===== src/design/pps_pkg.sv =====
// shared types and constants for the plug poll scheduler table
// no dependencies
`timescale 1ns / 1ps

package pps_pkg;

  localparam int unsigned ScanGapMs = 500;
  localparam int unsigned MsPerS    = 1000;

  typedef enum logic {
    MODE_REPORT = 1'b0,
    MODE_TICK   = 1'b1
  } mode_t;

  // one queued transaction between front and back
  typedef struct packed {
    mode_t       mode;
    logic [23:0] plug_id;
    logic [7:0]  report_channel;
    logic [31:0] now_ms;
  } item_t;

  // one result transaction
  typedef struct packed {
    logic        was_known;
    logic        settings_changed;
    logic        table_full;
    logic        poll_sent;
    logic [7:0]  poll_channel;
    logic [23:0] poll_plug_id;
    logic [7:0]  next_free_channel;
  } result_t;

  typedef enum logic [2:0] {
    ST_IDLE,
    ST_SCAN,
    ST_APPLY,
    ST_FREE,
    ST_OUT
  } state_t;

endpackage


===== src/design/plug_poll_scheduler_table_core.sv =====
// plug poll scheduler table, top level
// depends on pps_pkg, pps_front, pps_back
`timescale 1ns / 1ps
// Usage: in_ carries a report (tuser 0) or a time tick (tuser 1); each
// accepted transaction yields exactly one out_ transaction.
// A two-entry queue lets the input side accept while the back part works.
// Per item the back part reads the table through its single read port,
// one entry per cycle: a scan over at most the E table entries in use,
// then a free-channel search that tries F channels (F <= E+1, as E
// entries block at most E channels), each against every entry in use.
// Items are handled one at a time in arrival order; the back part takes
// no new item until the result of the last one has been taken.
// Reset empties the table, clears the scan time and sets the poll interval
// to 60 s. While out_tready is low the result holds and the back part
// waits; the input queue fills then stalls in_tready.
// cfg_we writes poll_interval_s; write it only when idle.

module plug_poll_scheduler_table_core #(
  parameter int MAX_PLUGS     = 16,
  parameter int CHANNEL_LIMIT = 128
) (
  input  logic        clk,
  input  logic        rst_n,
  input  logic        in_tvalid,
  output logic        in_tready,
  input  logic [63:0] in_tdata,   // plug_id[23:0], report_channel[31:24], now_ms[63:32]
  input  logic        in_tuser,   // mode
  output logic        out_tvalid,
  input  logic        out_tready,
  output logic [39:0] out_tdata,  // poll_channel[7:0], poll_plug_id[31:8], next_free_channel[39:32]
  output logic [3:0]  out_tuser,  // was_known, settings_changed, table_full, poll_sent
  input  logic        cfg_we,
  input  logic [15:0] cfg_wdata
);
  import pps_pkg::*;

  logic        q_valid, q_pop;
  item_t       q_item;
  result_t     res;
  logic [15:0] interval_r;

  // poll interval register
  always_ff @(posedge clk) begin
    if (!rst_n) interval_r <= 16'd60;
    else if (cfg_we) interval_r <= cfg_wdata;
  end

  pps_front u_front (
    .clk, .rst_n, .in_tvalid, .in_tready, .in_tdata, .in_tuser,
    .q_valid, .q_pop, .q_item
  );

  pps_back #(.MAX_PLUGS(MAX_PLUGS), .CHANNEL_LIMIT(CHANNEL_LIMIT)) u_back (
    .clk, .rst_n, .poll_interval_s(interval_r), .q_valid, .q_pop, .q_item,
    .res_valid(out_tvalid), .res_ready(out_tready), .res
  );

  assign out_tdata = {res.next_free_channel, res.poll_plug_id, res.poll_channel};
  assign out_tuser = {res.poll_sent, res.table_full, res.settings_changed, res.was_known};

endmodule


===== src/design/pps_front.sv =====
// input side: accepts transactions and holds them in a two-entry queue
// depends on pps_pkg
`timescale 1ns / 1ps

module pps_front (
  input  logic                clk,
  input  logic                rst_n,
  input  logic                in_tvalid,
  output logic                in_tready,
  input  logic [63:0]         in_tdata,
  input  logic                in_tuser,
  output logic                q_valid,
  input  logic                q_pop,
  output pps_pkg::item_t      q_item
);
  import pps_pkg::*;

  item_t      mem_r [2];
  logic       wp_r, wp_nxt, rp_r, rp_nxt;
  logic [1:0] cnt_r, cnt_nxt;
  logic       push;
  item_t      it;

  // classify incoming fields into an item
  always_comb begin
    it.mode           = mode_t'(in_tuser);
    it.plug_id        = in_tdata[23:0];
    it.report_channel = in_tdata[31:24];
    it.now_ms         = in_tdata[63:32];
  end

  assign in_tready = (cnt_r != 2'd2);
  assign push      = in_tvalid && in_tready;
  assign q_valid   = (cnt_r != 2'd0);
  assign q_item    = mem_r[rp_r];

  // pointer update
  always_comb begin
    wp_nxt  = wp_r ^ push;
    rp_nxt  = rp_r ^ (q_pop && q_valid);
    cnt_nxt = cnt_r + {1'b0, push} - {1'b0, q_pop && q_valid};
  end

  always_ff @(posedge clk) begin
    if (!rst_n) begin
      wp_r  <= 1'b0;
      rp_r  <= 1'b0;
      cnt_r <= 2'd0;
    end else begin
      wp_r  <= wp_nxt;
      rp_r  <= rp_nxt;
      cnt_r <= cnt_nxt;
    end
  end

  // queue storage
  always_ff @(posedge clk) begin
    if (push) begin
      mem_r[wp_r] <= it;
    end
  end

endmodule


===== src/design/pps_back.sv =====
// back side: walks the table for one item, updates it and builds its result
// depends on pps_pkg
`timescale 1ns / 1ps

module pps_back #(
  parameter int MAX_PLUGS     = 16,
  parameter int CHANNEL_LIMIT = 128
) (
  input  logic                clk,
  input  logic                rst_n,
  input  logic [15:0]         poll_interval_s,
  input  logic                q_valid,
  output logic                q_pop,
  input  pps_pkg::item_t      q_item,
  output logic                res_valid,
  input  logic                res_ready,
  output pps_pkg::result_t    res
);
  import pps_pkg::*;

  localparam int IW = (MAX_PLUGS > 1) ? $clog2(MAX_PLUGS) : 1;
  localparam int CW = $clog2(MAX_PLUGS + 1);

  logic [23:0] id_mem   [MAX_PLUGS];
  logic [7:0]  ch_mem   [MAX_PLUGS];
  logic [31:0] lp_mem   [MAX_PLUGS];

  state_t      st_r, st_nxt;
  item_t       cur_r;
  logic [CW-1:0] count_r;
  logic [CW-1:0] idx_r;
  logic        hit_r;
  logic [IW-1:0] hit_idx_r;
  logic [31:0] last_scan_r;
  logic [31:0] span_r;
  logic        gate_r;
  logic [7:0]  ch_r;
  logic        used_r;
  result_t     res_r;

  logic [IW-1:0] ia;
  logic [23:0] e_id;
  logic [7:0]  e_ch;
  logic [31:0] e_lp;
  logic        in_range;
  logic        due;
  logic [31:0] base_scan;

  assign ia       = idx_r[IW-1:0];
  assign e_id     = id_mem[ia];
  assign e_ch     = ch_mem[ia];
  assign e_lp     = lp_mem[ia];
  assign in_range = (idx_r < count_r);
  assign due      = (cur_r.now_ms > (e_lp + span_r)) || (cur_r.now_ms < e_lp);
  assign base_scan = (q_item.now_ms < last_scan_r) ? 32'd0 : last_scan_r;

  // next state
  always_comb begin
    st_nxt = st_r;
    case (st_r)
      ST_IDLE:  if (q_valid) st_nxt = ST_SCAN;
      ST_SCAN:  begin
        if (!in_range || hit_r ||
            (cur_r.mode == MODE_REPORT && e_id == cur_r.plug_id) ||
            (cur_r.mode == MODE_TICK && (!gate_r || due))) begin
          st_nxt = ST_APPLY;
        end
      end
      ST_APPLY: st_nxt = ST_FREE;
      ST_FREE:  begin
        if (!used_r && ch_r != 8'd0 && idx_r >= count_r) st_nxt = ST_OUT;
        else if (ch_r == CHANNEL_LIMIT[7:0] && used_r && idx_r >= count_r) begin
          st_nxt = ST_OUT;
        end
      end
      ST_OUT:   if (res_ready) st_nxt = ST_IDLE;
      default:  st_nxt = ST_IDLE;
    endcase
  end

  // outputs
  always_comb begin
    q_pop     = (st_r == ST_IDLE);
    res_valid = (st_r == ST_OUT);
    res       = res_r;
  end

  // control and datapath registers
  always_ff @(posedge clk) begin
    if (!rst_n) begin
      st_r        <= ST_IDLE;
      count_r     <= '0;
      last_scan_r <= '0;
    end else begin
      st_r <= st_nxt;
      case (st_r)
        ST_IDLE: begin
          if (q_valid) begin
            cur_r     <= q_item;
            idx_r     <= '0;
            hit_r     <= 1'b0;
            res_r     <= '0;
            span_r    <= 32'(poll_interval_s * 32'(MsPerS));
            gate_r    <= (q_item.now_ms > (base_scan + 32'(ScanGapMs)));
            if (q_item.mode == MODE_TICK) begin
              last_scan_r <= base_scan;
            end
          end
        end
        ST_SCAN: begin
          if (in_range && !hit_r) begin
            if ((cur_r.mode == MODE_REPORT && e_id == cur_r.plug_id) ||
                (cur_r.mode == MODE_TICK && gate_r && due)) begin
              hit_r     <= 1'b1;
              hit_idx_r <= ia;
            end else if (!(cur_r.mode == MODE_TICK && !gate_r)) begin
              idx_r <= idx_r + 1'b1;
            end
          end
        end
        ST_APPLY: begin
          if (cur_r.mode == MODE_REPORT) begin
            if (hit_r) begin
              res_r.was_known <= 1'b1;
              res_r.settings_changed <= (ch_mem[hit_idx_r] != cur_r.report_channel);
            end else if (count_r < CW'(MAX_PLUGS)) begin
              count_r <= count_r + 1'b1;
              res_r.settings_changed <= 1'b1;
            end else begin
              res_r.table_full <= 1'b1;
            end
          end else if (gate_r) begin
            last_scan_r <= cur_r.now_ms;
            if (hit_r) begin
              res_r.poll_sent    <= 1'b1;
              res_r.poll_channel <= ch_mem[hit_idx_r];
              res_r.poll_plug_id <= id_mem[hit_idx_r];
            end
          end
          ch_r   <= 8'd1;
          idx_r  <= '0;
          used_r <= 1'b0;
        end
        ST_FREE: begin
          // channel search, one entry compare per cycle
          if (idx_r < count_r) begin
            if (e_ch == ch_r) used_r <= 1'b1;
            idx_r <= idx_r + 1'b1;
          end else if (!used_r) begin
            res_r.next_free_channel <= ch_r;
          end else if (ch_r == CHANNEL_LIMIT[7:0]) begin
            res_r.next_free_channel <= 8'd0;
          end else begin
            ch_r   <= ch_r + 8'd1;
            used_r <= 1'b0;
            idx_r  <= '0;
          end
        end
        default: ;
      endcase
    end
  end

  // table storage writes
  always_ff @(posedge clk) begin
    if (st_r == ST_APPLY) begin
      if (cur_r.mode == MODE_REPORT) begin
        if (hit_r) begin
          ch_mem[hit_idx_r] <= cur_r.report_channel;
          lp_mem[hit_idx_r] <= cur_r.now_ms;
        end else if (count_r < CW'(MAX_PLUGS)) begin
          id_mem[count_r[IW-1:0]] <= cur_r.plug_id;
          ch_mem[count_r[IW-1:0]] <= cur_r.report_channel;
          lp_mem[count_r[IW-1:0]] <= cur_r.now_ms;
        end
      end else if (gate_r && hit_r) begin
        lp_mem[hit_idx_r] <= cur_r.now_ms;
      end
    end
  end

endmodule

===== config.mk =====
export PLATFORM = sky130hd
export DESIGN_NAME = plug_poll_scheduler_table_core
export DESIGN_NICKNAME = d
export VERILOG_FILES = /design/src/design/pps_pkg.sv /design/src/design/plug_poll_scheduler_table_core.sv /design/src/design/pps_front.sv /design/src/design/pps_back.sv
export SDC_FILE = /design/constraint.sdc
export NUM_CORES = 2
export LEC_CHECK = 0
export BUFFER_PORTS_ARGS = -buffer_cell sky130_fd_sc_hd__buf_2
export CAP_MARGIN = 20
export CORE_MARGIN = 8
export CORE_UTILIZATION = 65
export CTS_BUF_LIST = sky130_fd_sc_hd__clkbuf_4 sky130_fd_sc_hd__clkbuf_8
export CTS_CLUSTER_SIZE = 28
export DETAILED_ROUTE_END_ITERATION = 7
export PLACE_DENSITY_LB_ADDON = 0.25
export REMOVE_ABC_BUFFERS = 1
export SYNTH_ARGS = -nofsm -noshare
export SYNTH_HDL_FRONTEND = slang
export SYNTH_HIERARCHICAL = 1
export SYNTH_SLANG_ARGS = --single-unit

===== constraint.sdc =====
create_clock -name clk -period 13.7 [get_ports clk]
set_input_delay 2.74 -clock clk [delete_from_list [all_inputs] [get_ports clk]]
set_output_delay 2.74 -clock clk [all_outputs]
set_load 0.02 [all_outputs]

==> impl_metrics.toml <==
[grt]
grt.overflow.total = 0
grt_pass1_wl_um = 223000
grt_use_total_pct = 27.7
antenna_found_initial = 5
first_global_vias = 36405
grt_max_degree = 81

[worst_setup_path]
end_kind = "flop"
cp.required_ns = 14.29
reg2reg_depth = 26
crit_slowest_cell = "o31ai_1"
cp.arrival_ns = 9.47
cp_slowest_stage_delay_ns = 0.75
ff2ff_setup_slack_ns = 4.82
rr_endpoint = "u_back/idx_r[1]"
crit_path_start_kind = "flop"
path_class = "flop to flop"
cp_max_fo = 49

[timing]
rsz0062_at_grt = "no"
post-route-period-util_pct = 64.8
slew_violations = 0
slew_headroom_pct = 20.6
clock.fmax_mhz = 113
setup_viol = 0
skew_ns = 0.0529
setup_slack_ns = 4.82
tightest_slew_ns = 1.19
finalHoldViolCount = 0
holdWs_ns = 0.500
final.setup.tns_ns = 0
min_period_ns = 8.88

[finish]
syn_to_final_growth_pct = 10.5
nFillCells = 5645
seq_area_mm2 = 0.0406
drive_gt1_share_pct = 28.4
nNetsFinal = 4141
stdcell_count = 5240
multi_input_area_mm2 = 0.0215
fin_util_pct = 72.4

[detailed_routing]
vias = 34952
first_iter_violations = 3754
routed_wl_um = 149000
drc = 0
drt.antenna.violating_nets = 0
detail_route.first_pass.iterations = 5
drt-wirelength-per-cell_um = 28.4
vias_per_cell = 6.67

[clock_tree]
cts_resized = 0
cts.clk_slew.worst_paths_ns = 0.06
clock_path_buffers = 3
cts.sinks = 1375
htreeDepth = 4
root_buffer = "clkbuf_8"
holdBufCountCts = 0
cts_tree = "built"
post-cts-setup-buffers = 0
cts_made_buffers = 211
clock_latency_ns = 0.90

[run]
cap_violations = 0

[power_and_ir_drop]
max-vdd-ir-drop_uv = 144
powerDensity_mw_per_mm2 = 203
cellLeakagePower_nw = 23.8

[synthesis]
synth.top_cell.area_share_pct = 62.0
synth.distinct_cells = 79
yosys.area.top_type = "edfxtp_1"
synth-edff-count = 1306
syn-cell-area_mm2 = 0.0632
ys_async_sr_fraction_pct = 0
ys.warnings.count = 6
synth_seq_cells = 1375
synth_cells = 3510
ys_seq_area_share_pct = 64.2
synth.area.top_cells = "edfxtp_1 (62%), mux4_2 (16%), ha_1 (4.3%)"
synth.most_common_cell = "edfxtp_1"
synth_flop_cell = "edfxtp_1"
avgSynthCellArea_um2 = 18.0
netlist_top_cells_count = "edfxtp_1 (1306), mux4_2 (441), ha_1 (215)"

[floorplan]
die_x_um = 328
row_count = 114
io_pins = 132
coreArea_mm2 = 0.0966
die_area_mm2 = 0.107
start_util_pct = 65.5
die_h_um = 328

[worst_hold_path]
hp-class = "flop to flop"
holdPathEnd = "u_back/last_scan_r[16]"
min_path_cells = 1
worstHoldStart = "u_back/last_scan_r[16]"

[placed_design]
numPortBuffers = 131
dp.cells = 4841
place_ws_ns = 4.88
routabilityCongestion = 0.898
dp_hpwl_um = 90200

[run_status]
status = "completed"
## how the worst max path moves through the flow
stage / startpoint / to / cells past startpoint
after floorplan: flop / u_back/hit_r / 22
after global placement: flop / flop / 26
after detailed placement: flop / u_back/idx_r[2] / 26
after CTS: flop / u_back/idx_r[1] / 26
after global routing: flop / u_back/idx_r[1] / 26
final: flop / u_back/idx_r[1] / 26
## cell usage in the layout, fill, tap and decap left out, types with 36 or more instances in the layout
cell type | synthesis | routed
ha_1 | 215 | 214
buf_2 | 37 | 131
mux2i_1 | 81 | 81
nor2_1 | 125 | 97
edfxtp_1 | 1306 | 1306
clkbuf_4 | 0 | 74
clkbuf_8 | 0 | 220
nand3_1 | 38 | 38
clkinv_1 | 1 | 47
xor2_1 | 36 | 36
a21oi_1 | 83 | 82
buf_4 | 6 | 69
dfxtp_1 | 69 | 60
and2_1 | 49 | 49
inv_1 | 158 | 157
nand2_1 | 130 | 130
fa_1 | 55 | 55
o21ai_0 | 51 | 51
mux4_2 | 441 | 441
xnor2_1 | 98 | 98
mux2_2 | 66 | 66
## critical path, delay by kind of cell, from the launching register on
family / cells / cell delay (ns)
buffers and inverters: 4 / 1.65
and+or+nand+nor: 4 / 0.92
xor gates and xnor gates: 1 / 0.10
adders and majority gates: 3 / 0.79
DFF: 1 / 0.66
muxes: 2 / 0.91
AOI/OAI and AO/OA: 12 / 3.44
## power breakdown
part | switching, W | total [W] | internal (W)
Clock | 0.00158 | 0.00339 | 0.00182
Sequential | 0.000523 | 0.00580 | 0.00528
Combinational | 0.00278 | 0.00501 | 0.00223
Total | 0.00488 | 0.0142 | 0.00932
## layout make-up
cell class,instances,area share [%]
tap,1276,2.28
inverter,160,0.863
clock buffer,293,5.12
timing repair buffer,208,1.82
antenna,2,0.00716
clock inverter,97,0.990
multi-input combinational,1829,30.8
sequential,1375,58.1
## flip-flops by register name, summed over array words and instances (netlist names), named ones only
signal / cells
u_front/rp_r: 1
u_front/wp_r: 1
interval_r: 16
u_back/hit_r: 1
u_back/last_scan_r: 32
u_back/hit_idx_r: 4
u_back/cur_r: 65
u_front/mem_r: 130
u_back/ch_r: 8
u_front/cnt_r: 2
u_back/idx_r: 5
u_back/lp_mem: 512
u_back/res: 44
u_back/used_r: 1
u_back/span_r: 23
u_back/gate_r: 1
u_back/ch_mem: 128
u_back/id_mem: 384
u_back/count_r: 5
u_back/st_r: 3
## metal layers
metal	part of all wire, %	track usage, %	up-vias	wire [um]
met1	36	35.8	17812	53200
li1	-	-	14721	-
met2	50	46.0	2037	74800
met4	4.2	11.7	4	6180
met5	0.020	0	-	30
met3	9.6	5.62	378	14300
## cells by family (layout without fill, tap and decap cells)
family	Yosys count	in the layout	synth area share [%]
flops	1375	1375	64.2
fa+ha+maj	270	270	6.00
simple gates	506	506	3.93
compound gates	321	321	3.47
mux	598	598	18.4
other cells	0	2	0
buf+inv	306	758	2.11
xor+xnor	134	134	1.86
## through the flow
step	cell area (um^2)	total power, W
2_1_floorplan	62500	0.00982
3_3_place_gp	65500	0.0106
3_5_place_dp	65500	0.0108
4_1_cts	69800	0.0142
5_1_grt	69900	0.0149
6_report	69900	0.0142
No activity file was read; power rests on OpenSTA's default activity.
